File: config.mk
export PLATFORM = sky130hd
export DESIGN_NAME = gyro_tilt_integrator_flat
export DESIGN_NICKNAME = d
export VERILOG_FILES = /design/src/hw/rtl/gti_pkg.sv /design/src/hw/rtl/gti_if.sv /design/src/hw/rtl/gti_regs.sv /design/src/hw/rtl/gti_ctrl.sv /design/src/hw/rtl/gti_datapath.sv /design/src/hw/rtl/gyro_tilt_integrator.sv /design/src/flat_wrapper.sv
export SDC_FILE = /design/constraint.sdc
export NUM_CORES = 2
export LEC_CHECK = 0
export BUFFER_PORTS_ARGS = -buffer_cell sky130_fd_sc_hd__buf_4
export CORE_MARGIN = 8
export CORE_UTILIZATION = 35
export DETAILED_ROUTE_END_ITERATION = 16
export GPL_ROUTABILITY_DRIVEN = 0
export GPL_TIMING_DRIVEN = 0
export PLACE_DENSITY = 0.51
export SLEW_MARGIN = 30
export SYNTH_ARGS = -nofsm -noshare
export SYNTH_HDL_FRONTEND = slang
export SYNTH_SLANG_ARGS = --single-unit
File: constraint.sdc
create_clock -name clk -period 13.05 [get_ports clk]
set_clock_uncertainty 0.15 [all_clocks]
set_input_delay 1.305 -clock clk [delete_from_list [all_inputs] [get_ports clk]]
set_output_delay 1.305 -clock clk [all_outputs]
set_load 0.1 [all_outputs]
File: src/hw/rtl/gti_pkg.sv
package gti_pkg;

    // angle format: degrees * 2^ANGLE_FRAC_BITS
    localparam int ANGLE_FRAC_BITS = 10;
    localparam int TABLE_FRAC      = 20;
    localparam int GAIN_FRAC       = 26;
    localparam int GAIN_SHIFT      = GAIN_FRAC - ANGLE_FRAC_BITS;
    localparam int ROLL_SHIFT      = TABLE_FRAC - ANGLE_FRAC_BITS;

    localparam int APB_ADDR_W = 4;
    localparam int APB_DATA_W = 32;

    // register map, index = paddr[3:2]
    localparam logic [1:0] REG_STEP_GAIN     = 2'd0;
    localparam logic [1:0] REG_CURSOR_GAIN   = 2'd1;
    localparam logic [1:0] REG_CURSOR_OFFSET = 2'd2;

    localparam logic [15:0] STEP_GAIN_RST     = 16'd5123;
    localparam logic [7:0]  CURSOR_GAIN_RST   = 8'd70;
    localparam logic [11:0] CURSOR_OFFSET_RST = 12'd750;

    localparam logic signed [20:0] ACC_MAX  = 21'sd360 <<< ANGLE_FRAC_BITS;
    localparam logic signed [19:0] ROLL_MAX = 20'sd180 <<< ANGLE_FRAC_BITS;
    localparam logic signed [29:0] Z_QUARTER = 30'sd90 <<< TABLE_FRAC;

    // multiplier operand select
    localparam logic [1:0] MUL_GY    = 2'd0;
    localparam logic [1:0] MUL_GZ    = 2'd1;
    localparam logic [1:0] MUL_PITCH = 2'd2;
    localparam logic [1:0] MUL_YAW   = 2'd3;

    typedef struct packed {
        logic [15:0] step_gain;
        logic [7:0]  cursor_gain;
        logic [11:0] cursor_offset;
    } gti_cfg_t;

    typedef struct packed {
        logic       start;
        logic       step;
        logic [4:0] iter;
        logic [1:0] mul_sel;
        logic       acc_pitch;
        logic       acc_yaw;
        logic       cur_y;
        logic       cur_x;
        logic       load_out;
    } gti_cmd_t;

    // atan(2^-i) in degrees * 2^20
    function automatic logic signed [29:0] atan_q20(input logic [4:0] idx);
        logic signed [29:0] v;
        case (idx)
            5'd0:    v = 30'sd47185920;
            5'd1:    v = 30'sd27855475;
            5'd2:    v = 30'sd14718068;
            5'd3:    v = 30'sd7471121;
            5'd4:    v = 30'sd3750058;
            5'd5:    v = 30'sd1876857;
            5'd6:    v = 30'sd938658;
            5'd7:    v = 30'sd469357;
            5'd8:    v = 30'sd234682;
            5'd9:    v = 30'sd117342;
            5'd10:   v = 30'sd58671;
            5'd11:   v = 30'sd29335;
            5'd12:   v = 30'sd14668;
            5'd13:   v = 30'sd7334;
            5'd14:   v = 30'sd3667;
            5'd15:   v = 30'sd1833;
            5'd16:   v = 30'sd917;
            5'd17:   v = 30'sd458;
            5'd18:   v = 30'sd229;
            5'd19:   v = 30'sd115;
            5'd20:   v = 30'sd57;
            5'd21:   v = 30'sd29;
            5'd22:   v = 30'sd14;
            5'd23:   v = 30'sd7;
            default: v = 30'sd0;
        endcase
        return v;
    endfunction

endpackage

File: src/hw/rtl/gti_if.sv
interface gti_in_if;
    logic               valid;
    logic               ready;
    logic signed [15:0] accel_y;
    logic signed [15:0] accel_z;
    logic signed [15:0] gyro_y;
    logic signed [15:0] gyro_z;

    modport source (output valid, accel_y, accel_z, gyro_y, gyro_z, input ready);
    modport sink (input valid, accel_y, accel_z, gyro_y, gyro_z, output ready);
endinterface

interface gti_out_if;
    logic               valid;
    logic               ready;
    logic signed [18:0] roll_angle;
    logic signed [19:0] pitch_angle;
    logic signed [19:0] yaw_angle;
    logic signed [15:0] cursor_x;
    logic signed [15:0] cursor_y;

    modport source (output valid, roll_angle, pitch_angle, yaw_angle, cursor_x, cursor_y,
                    input ready);
    modport sink (input valid, roll_angle, pitch_angle, yaw_angle, cursor_x, cursor_y,
                  output ready);
endinterface

File: src/hw/rtl/gti_regs.sv
module gti_regs (
    input  logic                               clk,
    input  logic                               rst_n,
    input  logic                               psel,
    input  logic                               penable,
    input  logic                               pwrite,
    input  logic [gti_pkg::APB_ADDR_W-1:0]     paddr,
    input  logic [gti_pkg::APB_DATA_W-1:0]     pwdata,
    output logic [gti_pkg::APB_DATA_W-1:0]     prdata,
    output logic                               pready,
    output gti_pkg::gti_cfg_t                  cfg
);

    logic [15:0] step_gain_reg;
    logic [7:0]  cursor_gain_reg;
    logic [11:0] cursor_offset_reg;
    logic [1:0]  reg_idx;
    logic        wr_en;

    assign pready  = 1'b1;
    assign reg_idx = paddr[3:2];
    assign wr_en   = psel && penable && pwrite && pready;

    always_ff @(posedge clk or negedge rst_n)
    begin
        if (!rst_n)
        begin
            step_gain_reg     <= gti_pkg::STEP_GAIN_RST;
            cursor_gain_reg   <= gti_pkg::CURSOR_GAIN_RST;
            cursor_offset_reg <= gti_pkg::CURSOR_OFFSET_RST;
        end
        else if (wr_en)
        begin
            case (reg_idx)
                gti_pkg::REG_STEP_GAIN:     step_gain_reg     <= pwdata[15:0];
                gti_pkg::REG_CURSOR_GAIN:   cursor_gain_reg   <= pwdata[7:0];
                gti_pkg::REG_CURSOR_OFFSET: cursor_offset_reg <= pwdata[11:0];
                default:                    ;
            endcase
        end
    end

    always_comb
    begin
        case (reg_idx)
            gti_pkg::REG_STEP_GAIN:     prdata = {16'd0, step_gain_reg};
            gti_pkg::REG_CURSOR_GAIN:   prdata = {24'd0, cursor_gain_reg};
            gti_pkg::REG_CURSOR_OFFSET: prdata = {20'd0, cursor_offset_reg};
            default:                    prdata = '0;
        endcase
    end

    assign cfg.step_gain     = step_gain_reg;
    assign cfg.cursor_gain   = cursor_gain_reg;
    assign cfg.cursor_offset = cursor_offset_reg;

endmodule

File: src/hw/rtl/gti_ctrl.sv
module gti_ctrl #(
    parameter int CORDIC_STEPS = 16
) (
    input  logic              clk,
    input  logic              rst_n,
    input  logic              in_valid,
    output logic              in_ready,
    output logic              out_valid,
    input  logic              out_ready,
    output gti_pkg::gti_cmd_t cmd
);

    localparam int CNT_W = $clog2(CORDIC_STEPS);
    localparam logic [CNT_W-1:0] CNT_LAST = CNT_W'(CORDIC_STEPS - 1);

    localparam logic [1:0] S_IDLE = 2'd0;
    localparam logic [1:0] S_ROT  = 2'd1;
    localparam logic [1:0] S_DONE = 2'd2;

    logic [1:0]       state_reg, state_next;
    logic [CNT_W-1:0] cnt_reg, cnt_next;
    logic             out_valid_reg, out_valid_next;
    logic             accept;
    logic             slot_free;
    logic             in_rot;

    assign in_ready  = (state_reg == S_IDLE);
    assign accept    = in_valid && in_ready;
    assign slot_free = !out_valid_reg || out_ready;
    assign in_rot    = (state_reg == S_ROT);
    assign out_valid = out_valid_reg;

    always_comb
    begin
        state_next = state_reg;
        cnt_next   = cnt_reg;
        case (state_reg)
            S_IDLE:
            begin
                if (accept)
                begin
                    state_next = S_ROT;
                    cnt_next   = '0;
                end
            end
            S_ROT:
            begin
                if (cnt_reg == CNT_LAST)
                    state_next = S_DONE;
                else
                    cnt_next = cnt_reg + 1'b1;
            end
            S_DONE:
            begin
                if (slot_free)
                    state_next = S_IDLE;
            end
            default: state_next = S_IDLE;
        endcase
    end

    // multiplies ride along the first cordic iterations
    always_comb
    begin
        cmd.start     = accept;
        cmd.step      = in_rot;
        cmd.iter      = 5'(cnt_reg);
        cmd.acc_pitch = in_rot && (cnt_reg == CNT_W'(1));
        cmd.acc_yaw   = in_rot && (cnt_reg == CNT_W'(2));
        cmd.cur_y     = in_rot && (cnt_reg == CNT_W'(3));
        cmd.cur_x     = in_rot && (cnt_reg == CNT_W'(4));
        cmd.load_out  = (state_reg == S_DONE) && slot_free;
        case (cnt_reg)
            CNT_W'(1): cmd.mul_sel = gti_pkg::MUL_GZ;
            CNT_W'(2): cmd.mul_sel = gti_pkg::MUL_PITCH;
            CNT_W'(3): cmd.mul_sel = gti_pkg::MUL_YAW;
            default:   cmd.mul_sel = gti_pkg::MUL_GY;
        endcase
    end

    always_comb
    begin
        out_valid_next = out_valid_reg;
        if (cmd.load_out)
            out_valid_next = 1'b1;
        else if (out_ready)
            out_valid_next = 1'b0;
    end

    always_ff @(posedge clk or negedge rst_n)
    begin
        if (!rst_n)
        begin
            state_reg     <= S_IDLE;
            cnt_reg       <= '0;
            out_valid_reg <= 1'b0;
        end
        else
        begin
            state_reg     <= state_next;
            cnt_reg       <= cnt_next;
            out_valid_reg <= out_valid_next;
        end
    end

`ifndef SYNTH
    a_start_rot: assert property (@(posedge clk) disable iff (!rst_n)
        accept |=> (state_reg == S_ROT) && (cnt_reg == '0))
        else $error("accepted sample did not start the rotation");

    a_load_free: assert property (@(posedge clk) disable iff (!rst_n)
        cmd.load_out |-> (!out_valid_reg || out_ready))
        else $error("result register overwritten while held");

    a_done_hold: assert property (@(posedge clk) disable iff (!rst_n)
        (state_reg == S_DONE && out_valid_reg && !out_ready) |=> (state_reg == S_DONE))
        else $error("finished item left done state while output stalled");
`endif

endmodule

File: src/hw/rtl/gti_datapath.sv
module gti_datapath (
    input  logic               clk,
    input  logic               rst_n,
    input  gti_pkg::gti_cmd_t  cmd,
    input  gti_pkg::gti_cfg_t  cfg,
    input  logic signed [15:0] accel_y,
    input  logic signed [15:0] accel_z,
    input  logic signed [15:0] gyro_y,
    input  logic signed [15:0] gyro_z,
    output logic signed [18:0] roll_angle,
    output logic signed [19:0] pitch_angle,
    output logic signed [19:0] yaw_angle,
    output logic signed [15:0] cursor_x,
    output logic signed [15:0] cursor_y
);

    // cordic vector and angle
    logic signed [26:0] x_reg, y_reg;
    logic signed [29:0] z_reg;
    logic               zero_reg;
    logic signed [15:0] gy_reg, gz_reg;

    logic signed [36:0] prod_reg;
    logic signed [19:0] pitch_sum_reg, yaw_sum_reg;
    logic signed [15:0] cur_x_reg, cur_y_reg;

    logic signed [18:0] roll_q_reg;
    logic signed [19:0] pitch_q_reg, yaw_q_reg;
    logic signed [15:0] cur_x_q_reg, cur_y_q_reg;

    logic signed [26:0] x_in, y_in, x_init, y_init;
    logic signed [29:0] z_init;
    logic signed [26:0] dx, dy;
    logic signed [29:0] atan_v;

    logic signed [19:0] mul_a;
    logic signed [16:0] mul_b;
    logic signed [36:0] prod_next;

    logic signed [33:0] inc_wide;
    logic signed [17:0] inc;
    logic signed [19:0] acc_base;
    logic signed [20:0] acc_sum;
    logic signed [19:0] acc_res;

    logic signed [28:0] cur_prod;
    logic signed [28:0] cur_bias;
    logic signed [18:0] cur_trunc;
    logic signed [19:0] cur_sum;
    logic signed [15:0] cur_sat;

    logic signed [29:0] z_round;
    logic signed [19:0] z_deg;
    logic signed [18:0] roll_val;

    // pre-rotation into the right half plane
    always_comb
    begin
        x_in = {{3{accel_z[15]}}, accel_z, 8'h00};
        y_in = {{3{accel_y[15]}}, accel_y, 8'h00};
        x_init = x_in;
        y_init = y_in;
        z_init = '0;
        if (x_in[26])
        begin
            if (!y_in[26])
            begin
                x_init = y_in;
                y_init = -x_in;
                z_init = gti_pkg::Z_QUARTER;
            end
            else
            begin
                x_init = -y_in;
                y_init = x_in;
                z_init = -gti_pkg::Z_QUARTER;
            end
        end
    end

    assign dx     = y_reg >>> cmd.iter;
    assign dy     = x_reg >>> cmd.iter;
    assign atan_v = gti_pkg::atan_q20(cmd.iter);

    always_ff @(posedge clk)
    begin
        if (cmd.start)
        begin
            x_reg    <= x_init;
            y_reg    <= y_init;
            z_reg    <= z_init;
            zero_reg <= (accel_y == 16'sd0) && (accel_z == 16'sd0);
            gy_reg   <= gyro_y;
            gz_reg   <= gyro_z;
        end
        else if (cmd.step)
        begin
            if (!y_reg[26])
            begin
                x_reg <= x_reg + dx;
                y_reg <= y_reg - dy;
                z_reg <= z_reg + atan_v;
            end
            else
            begin
                x_reg <= x_reg - dx;
                y_reg <= y_reg + dy;
                z_reg <= z_reg - atan_v;
            end
        end
    end

    // shared multiplier
    always_comb
    begin
        case (cmd.mul_sel)
            gti_pkg::MUL_GY:
            begin
                mul_a = 20'(gy_reg);
                mul_b = {1'b0, cfg.step_gain};
            end
            gti_pkg::MUL_GZ:
            begin
                mul_a = 20'(gz_reg);
                mul_b = {1'b0, cfg.step_gain};
            end
            gti_pkg::MUL_PITCH:
            begin
                mul_a = pitch_sum_reg;
                mul_b = {9'd0, cfg.cursor_gain};
            end
            gti_pkg::MUL_YAW:
            begin
                mul_a = yaw_sum_reg;
                mul_b = {9'd0, cfg.cursor_gain};
            end
            default:
            begin
                mul_a = '0;
                mul_b = '0;
            end
        endcase
    end

    assign prod_next = mul_a * mul_b;

    always_ff @(posedge clk)
    begin
        prod_reg <= prod_next;
    end

    // increment rounded half up, wrap above +360, clamp below -360
    always_comb
    begin
        inc_wide = 34'($signed(prod_reg[32:0])) + (34'sd1 <<< (gti_pkg::GAIN_SHIFT - 1));
        inc      = 18'(inc_wide >>> gti_pkg::GAIN_SHIFT);
        acc_base = cmd.acc_pitch ? pitch_sum_reg : yaw_sum_reg;
        acc_sum  = 21'(acc_base) + 21'(inc);
        if (acc_sum > gti_pkg::ACC_MAX)
            acc_res = 20'(acc_sum - gti_pkg::ACC_MAX);
        else if (acc_sum < -gti_pkg::ACC_MAX)
            acc_res = 20'(-gti_pkg::ACC_MAX);
        else
            acc_res = 20'(acc_sum);
    end

    always_ff @(posedge clk or negedge rst_n)
    begin
        if (!rst_n)
        begin
            pitch_sum_reg <= '0;
            yaw_sum_reg   <= '0;
        end
        else
        begin
            if (cmd.acc_pitch)
                pitch_sum_reg <= acc_res;
            if (cmd.acc_yaw)
                yaw_sum_reg <= acc_res;
        end
    end

    // cursor: truncate toward zero, add offset, saturate
    always_comb
    begin
        cur_prod  = prod_reg[28:0];
        cur_bias  = cur_prod[28] ? 29'sd1023 : 29'sd0;
        cur_trunc = 19'((cur_prod + cur_bias) >>> gti_pkg::ANGLE_FRAC_BITS);
        cur_sum   = 20'(cur_trunc) + 20'($signed({8'd0, cfg.cursor_offset}));
        if (cur_sum > 20'sd32767)
            cur_sat = 16'sh7fff;
        else if (cur_sum < -20'sd32768)
            cur_sat = 16'sh8000;
        else
            cur_sat = 16'(cur_sum);
    end

    always_ff @(posedge clk)
    begin
        if (cmd.cur_y)
            cur_y_reg <= cur_sat;
        if (cmd.cur_x)
            cur_x_reg <= cur_sat;
    end

    // roll: round half up, clamp to +-180
    always_comb
    begin
        z_round = z_reg + (30'sd1 <<< (gti_pkg::ROLL_SHIFT - 1));
        z_deg   = 20'(z_round >>> gti_pkg::ROLL_SHIFT);
        if (zero_reg)
            roll_val = '0;
        else if (z_deg > gti_pkg::ROLL_MAX)
            roll_val = 19'(gti_pkg::ROLL_MAX);
        else if (z_deg < -gti_pkg::ROLL_MAX)
            roll_val = 19'(-gti_pkg::ROLL_MAX);
        else
            roll_val = 19'(z_deg);
    end

    always_ff @(posedge clk)
    begin
        if (cmd.load_out)
        begin
            roll_q_reg  <= roll_val;
            pitch_q_reg <= pitch_sum_reg;
            yaw_q_reg   <= yaw_sum_reg;
            cur_x_q_reg <= cur_x_reg;
            cur_y_q_reg <= cur_y_reg;
        end
    end

    assign roll_angle  = roll_q_reg;
    assign pitch_angle = pitch_q_reg;
    assign yaw_angle   = yaw_q_reg;
    assign cursor_x    = cur_x_q_reg;
    assign cursor_y    = cur_y_q_reg;

`ifndef SYNTH
    a_pitch_range: assert property (@(posedge clk) disable iff (!rst_n)
        cmd.acc_pitch |=> (pitch_sum_reg <= 20'sd368640) && (pitch_sum_reg >= -20'sd368640)
                          && $stable(yaw_sum_reg))
        else $error("pitch update out of range or disturbed yaw");

    a_zero_roll: assert property (@(posedge clk) disable iff (!rst_n)
        (cmd.load_out && zero_reg) |=> (roll_q_reg == 19'sd0))
        else $error("zero accelerometer vector gave nonzero roll");
`endif

endmodule

File: src/hw/rtl/gyro_tilt_integrator.sv
// gyro_tilt_integrator: roll from the accelerometer, pitch/yaw from the gyro
// sample channel (valid/ready): accel_y, accel_z, gyro_y, gyro_z, 16-bit signed
// result channel (valid/ready): roll, pitch, yaw (1/1024 degree), cursor x/y
// apb port: step_gain at 0x0, cursor_gain at 0x4, cursor_offset at 0x8
// one result per sample, in order
// a sample transfer starts the iterative cordic; when the rotation state ends,
// the done state loads the result into the output register once it is free
// a new sample is taken only in the idle state, after the last one has left
// the done state, so the sample rate is set by the cordic loop, which does
// one micro-rotation per cycle on a single shift/add unit
// the gyro and cursor multiplies share one multiplier during that loop
// the output register lets the next sample be taken while a result waits;
// if the receiver stalls, the finished item waits in the done state and no
// further sample is taken until the output register frees up
// reset clears the pitch/yaw accumulators, restores register defaults and
// empties the output register
module gyro_tilt_integrator #(
    parameter int CORDIC_STEPS = 16
) (
    input  logic                           clk,
    input  logic                           rst_n,
    input  logic                           psel,
    input  logic                           penable,
    input  logic                           pwrite,
    input  logic [gti_pkg::APB_ADDR_W-1:0] paddr,
    input  logic [gti_pkg::APB_DATA_W-1:0] pwdata,
    output logic [gti_pkg::APB_DATA_W-1:0] prdata,
    output logic                           pready,
    gti_in_if.sink                         sample,
    gti_out_if.source                      result
);

    gti_pkg::gti_cfg_t cfg;
    gti_pkg::gti_cmd_t cmd;

    // configuration registers
    gti_regs u_regs (
        .clk     (clk),
        .rst_n   (rst_n),
        .psel    (psel),
        .penable (penable),
        .pwrite  (pwrite),
        .paddr   (paddr),
        .pwdata  (pwdata),
        .prdata  (prdata),
        .pready  (pready),
        .cfg     (cfg)
    );

    // sequencer: accept, iterate, hand off to the output register
    gti_ctrl #(
        .CORDIC_STEPS (CORDIC_STEPS)
    ) u_ctrl (
        .clk       (clk),
        .rst_n     (rst_n),
        .in_valid  (sample.valid),
        .in_ready  (sample.ready),
        .out_valid (result.valid),
        .out_ready (result.ready),
        .cmd       (cmd)
    );

    // cordic, accumulators, cursor scaling and output register
    gti_datapath u_datapath (
        .clk         (clk),
        .rst_n       (rst_n),
        .cmd         (cmd),
        .cfg         (cfg),
        .accel_y     (sample.accel_y),
        .accel_z     (sample.accel_z),
        .gyro_y      (sample.gyro_y),
        .gyro_z      (sample.gyro_z),
        .roll_angle  (result.roll_angle),
        .pitch_angle (result.pitch_angle),
        .yaw_angle   (result.yaw_angle),
        .cursor_x    (result.cursor_x),
        .cursor_y    (result.cursor_y)
    );

endmodule

File: src/flat_wrapper.sv
// flat-port wrapper written by rule: the top's interface ports become plain ports
module gyro_tilt_integrator_flat 
#(
    parameter int CORDIC_STEPS = 16
)
  (clk, rst_n, psel, penable, pwrite, paddr, pwdata, prdata, pready, sample_valid, sample_accel_y, sample_accel_z, sample_gyro_y, sample_gyro_z, sample_ready, result_valid, result_roll_angle, result_pitch_angle, result_yaw_angle, result_cursor_x, result_cursor_y, result_ready);
  gti_in_if sample_i ();
  gti_out_if result_i ();
  input  logic clk;
  input  logic rst_n;
  input  logic psel;
  input  logic penable;
  input  logic pwrite;
  input  logic [gti_pkg::APB_ADDR_W-1:0] paddr;
  input  logic [gti_pkg::APB_DATA_W-1:0] pwdata;
  output logic [gti_pkg::APB_DATA_W-1:0] prdata;
  output logic pready;
  input wire logic [$bits(sample_i.valid)-1:0] sample_valid;
  input wire logic [$bits(sample_i.accel_y)-1:0] sample_accel_y;
  input wire logic [$bits(sample_i.accel_z)-1:0] sample_accel_z;
  input wire logic [$bits(sample_i.gyro_y)-1:0] sample_gyro_y;
  input wire logic [$bits(sample_i.gyro_z)-1:0] sample_gyro_z;
  output wire logic [$bits(sample_i.ready)-1:0] sample_ready;
  output wire logic [$bits(result_i.valid)-1:0] result_valid;
  output wire logic [$bits(result_i.roll_angle)-1:0] result_roll_angle;
  output wire logic [$bits(result_i.pitch_angle)-1:0] result_pitch_angle;
  output wire logic [$bits(result_i.yaw_angle)-1:0] result_yaw_angle;
  output wire logic [$bits(result_i.cursor_x)-1:0] result_cursor_x;
  output wire logic [$bits(result_i.cursor_y)-1:0] result_cursor_y;
  input wire logic [$bits(result_i.ready)-1:0] result_ready;
  assign sample_i.valid = sample_valid;
  assign sample_i.accel_y = sample_accel_y;
  assign sample_i.accel_z = sample_accel_z;
  assign sample_i.gyro_y = sample_gyro_y;
  assign sample_i.gyro_z = sample_gyro_z;
  assign sample_ready = sample_i.ready;
  assign result_valid = result_i.valid;
  assign result_roll_angle = result_i.roll_angle;
  assign result_pitch_angle = result_i.pitch_angle;
  assign result_yaw_angle = result_i.yaw_angle;
  assign result_cursor_x = result_i.cursor_x;
  assign result_cursor_y = result_i.cursor_y;
  assign result_i.ready = result_ready;
  gyro_tilt_integrator #(.CORDIC_STEPS(CORDIC_STEPS)) u_core (.clk(clk), .rst_n(rst_n), .psel(psel), .penable(penable), .pwrite(pwrite), .paddr(paddr), .pwdata(pwdata), .prdata(prdata), .pready(pready), .sample(sample_i), .result(result_i));
endmodule
==> qor.yml <==
outcome: "finished, final reports clean"
post_drt_via_cell_ratio: 5.28
die_width_microns: 340
setup-violations-final: 0
synth_top_family_by_area: "adder cells"
fin_nets: 4946
hold_viol_final: 0
io_pins: 233
core_area_sq_mm: 0.105
first_pass_iters: 6
yosys.area_share.simple_pct: 16.5
cts_root_buf: "clkbuf_16"
grt_usage_pct: 20.1
antenna_found_initial: 2
synth-main-ff-cell: "edfxtp_1"
synth_cells: 4049
drc: 0
finalMaxSlewViolations: 0
htreeDepth: 2
drt_iter0_drc: 2486
slowest_stage: "o41ai_1"
synth_area_leader_cell: "edfxtp_1"
area_delta_synth_final_pct: 13.8
via_count: 30328
diodes: 0
fp.dieArea_sq_mm: 0.116
cts_tree: "done"
netlist_area_sq_mm: 0.0368
tightest_slew_ps: 956
cts.path.max_buffers: 3
grt_first_pass_wirelength_mm: 182
synth_seq_cells: 356
critical_path.top_delay_family: "buffers and inverters"
yosysTopAreaCellShare_pct: 19.6
ys_top_cells_by_count: "nand2_1, inv_1, nor2_1, fa_1, edfxtp_1"
fp-row-count: 119
clk_latency_ps: 640
cp_data_required_time_ps: 13380
yosysSeqAreaShare_pct: 27.1
grt_pass1_vias: 29184
synth.area.mux_share_pct: 6.91
synth-edff-count: 240
synth-adder-area-share_pct: 23.8
worst-path-buf-inv: 14
path_max_fanout: 10
synthXorXnorAreaFrac_pct: 6.40
wl_mm: 120
numClockSinks: 356
crit_arrival_ps: 12710
largest_reg_flops: 33
synth_warnings: 0
setup-tns-final_ps: 0
synth.most_common_cell: "nand2_1"
stdcell_count: 5741
drv_cap: 0
timing.critical_path.mode_cell: "fa_1"
io_buffers: 194
timing.final.crit_share_pct: 94.9
synth_area_leaders: "edfxtp_1, fa_1, ha_1"
slowest_delay_ps: 690
maxSlewHeadroom_pct: 34.5
numCtsBuffers: 44
rsz0062_at_grt: "false"
wl_per_cell_microns: 20.8
ant_nets: 0
cts_setup_buffers: 0
synthArstFlopShare_pct: 23.3
max_clock_freq_mhz: 80.8
grt_overflow: 0
grt_max_degree: 84
worstSetupPathType: "flop to flop"
drive_above_1_share_pct: 11.3
placedCellCount: 5662
hp-class: "flop to flop"
cp-end-kind: "flop"
clk_pin_slew_ps: 60
die_h_microns: 340
start_util_pct: 35.1
synth_cell_type_count: 96
synth_compound_area_share_pct: 12.1
start_kind: "flop"
finalCriticalPeriod_ps: 12380
place_hpwl_mm: 98.0
avgSynthCellArea_sq_um: 9.09
cell families (layout without fill, tap and decap cells):
| kind of cell | Yosys count | after routing |
|---|---|---|
| flip-flops | 356 | 356 |
| other | 2 | 17 |
| buffers and inverters | 653 | 939 |
| multiplexers | 171 | 171 |
| XOR/XNOR | 269 | 269 |
| AND/OR/NAND/NOR | 1359 | 1359 |
| AO/OA/AOI/OAI | 717 | 717 |
| adder cells (fa/ha/maj) | 522 | 522 |
per-layer routing:
metal,wire length (microns),global-route usage (%)
met1,56400,29.6
met2,53400,31.5
met3,7630,2.85
met4,2160,3.59
met5,17,0
path summary, 6_finish.rpt:
path	from	endpoint	slack (ps)	depth (start not counted)
setup reg to reg	u_core.u_ctrl.cnt_reg[0]$_DFFE_PN0P_	u_core.u_datapath.prod_reg[31]$_DFF_P_	670	35
hold reg to reg	u_core.u_datapath.cur_x_reg[14]$_DFFE_PP_	u_core.u_datapath.cursor_x[14]$_DFFE_PP_	270	0
min in group asynchronous	rst_n	u_core.u_datapath.yaw_sum_reg[17]$_DFFE_PN0P_	620	1
setup / recovery	u_core.u_ctrl.cnt_reg[0]$_DFFE_PN0P_	u_core.u_datapath.prod_reg[31]$_DFF_P_	670	35
hold / removal	u_core.u_datapath.cur_x_reg[14]$_DFFE_PP_	u_core.u_datapath.cursor_x[14]$_DFFE_PP_	270	0
max in group asynchronous	rst_n	u_core.u_regs.cursor_offset_reg[0]$_DFFE_PN0P_	11530	1
cell type report:
class	count	area (sq um)
buffer	185	902
clock buffer	54	1160
clock inverter	24	298
fill	10656	62900
inverter	468	1760
multi-input combinational	3055	24300
sequential	356	9960
tap	1391	1740
timing repair buffer	208	1760
through the flow:
stage                     hold WS, ps  setup WS, ps  utilization (%)  area (sq um)
final                             266           672             40.0         41900
after floorplan                   250          3550                -         36900
after global placement            251          39.9             38.2         40100
after global routing              275          37.6             40.0         41900
after CTS                         267           251             39.9         41900
after detailed placement          255          6.12             38.6         40400
layout by cell type (no fill, tap or decap), types with 12 or more instances in the layout:
master and count:
mux2_2 52, dfrtp_1 69, o21bai_1 17, clkbuf_1 124, o21ai_0 196, nand3_1 61
nor2b_1 28, clkbuf_16 44, nor2_1 425, xnor2_1 161, o22ai_1 12, o31ai_1 26
a21oi_1 198, a21o_1 49, conb_1 17, buf_4 217, a31oi_1 29, mux2i_1 55
or2_2 25, mux4_2 49, o211ai_1 36, buf_1 17, dfxtp_1 33, and3_1 39
a211oi_1 30, dfstp_2 14, nand4_1 16, nand2_1 532, o21a_1 26, and2_1 40
a21boi_0 13, xor2_1 108, inv_1 465, fa_1 297, nand2b_1 44, edfxtp_1 240
nor4_1 13, nor3_1 49, or3_1 31, ha_1 224
what timing repair did:
action                                  4_1_cts  5_1_grt
endpoints found under the setup margin        1        6
resized for setup                             1        5
pin swaps                                     0        0
hold buffers                                  0        0
Power is left out: the tool's default activity adds up to more than one toggle a clock period on the data nets, which glitch-free logic cannot reach.
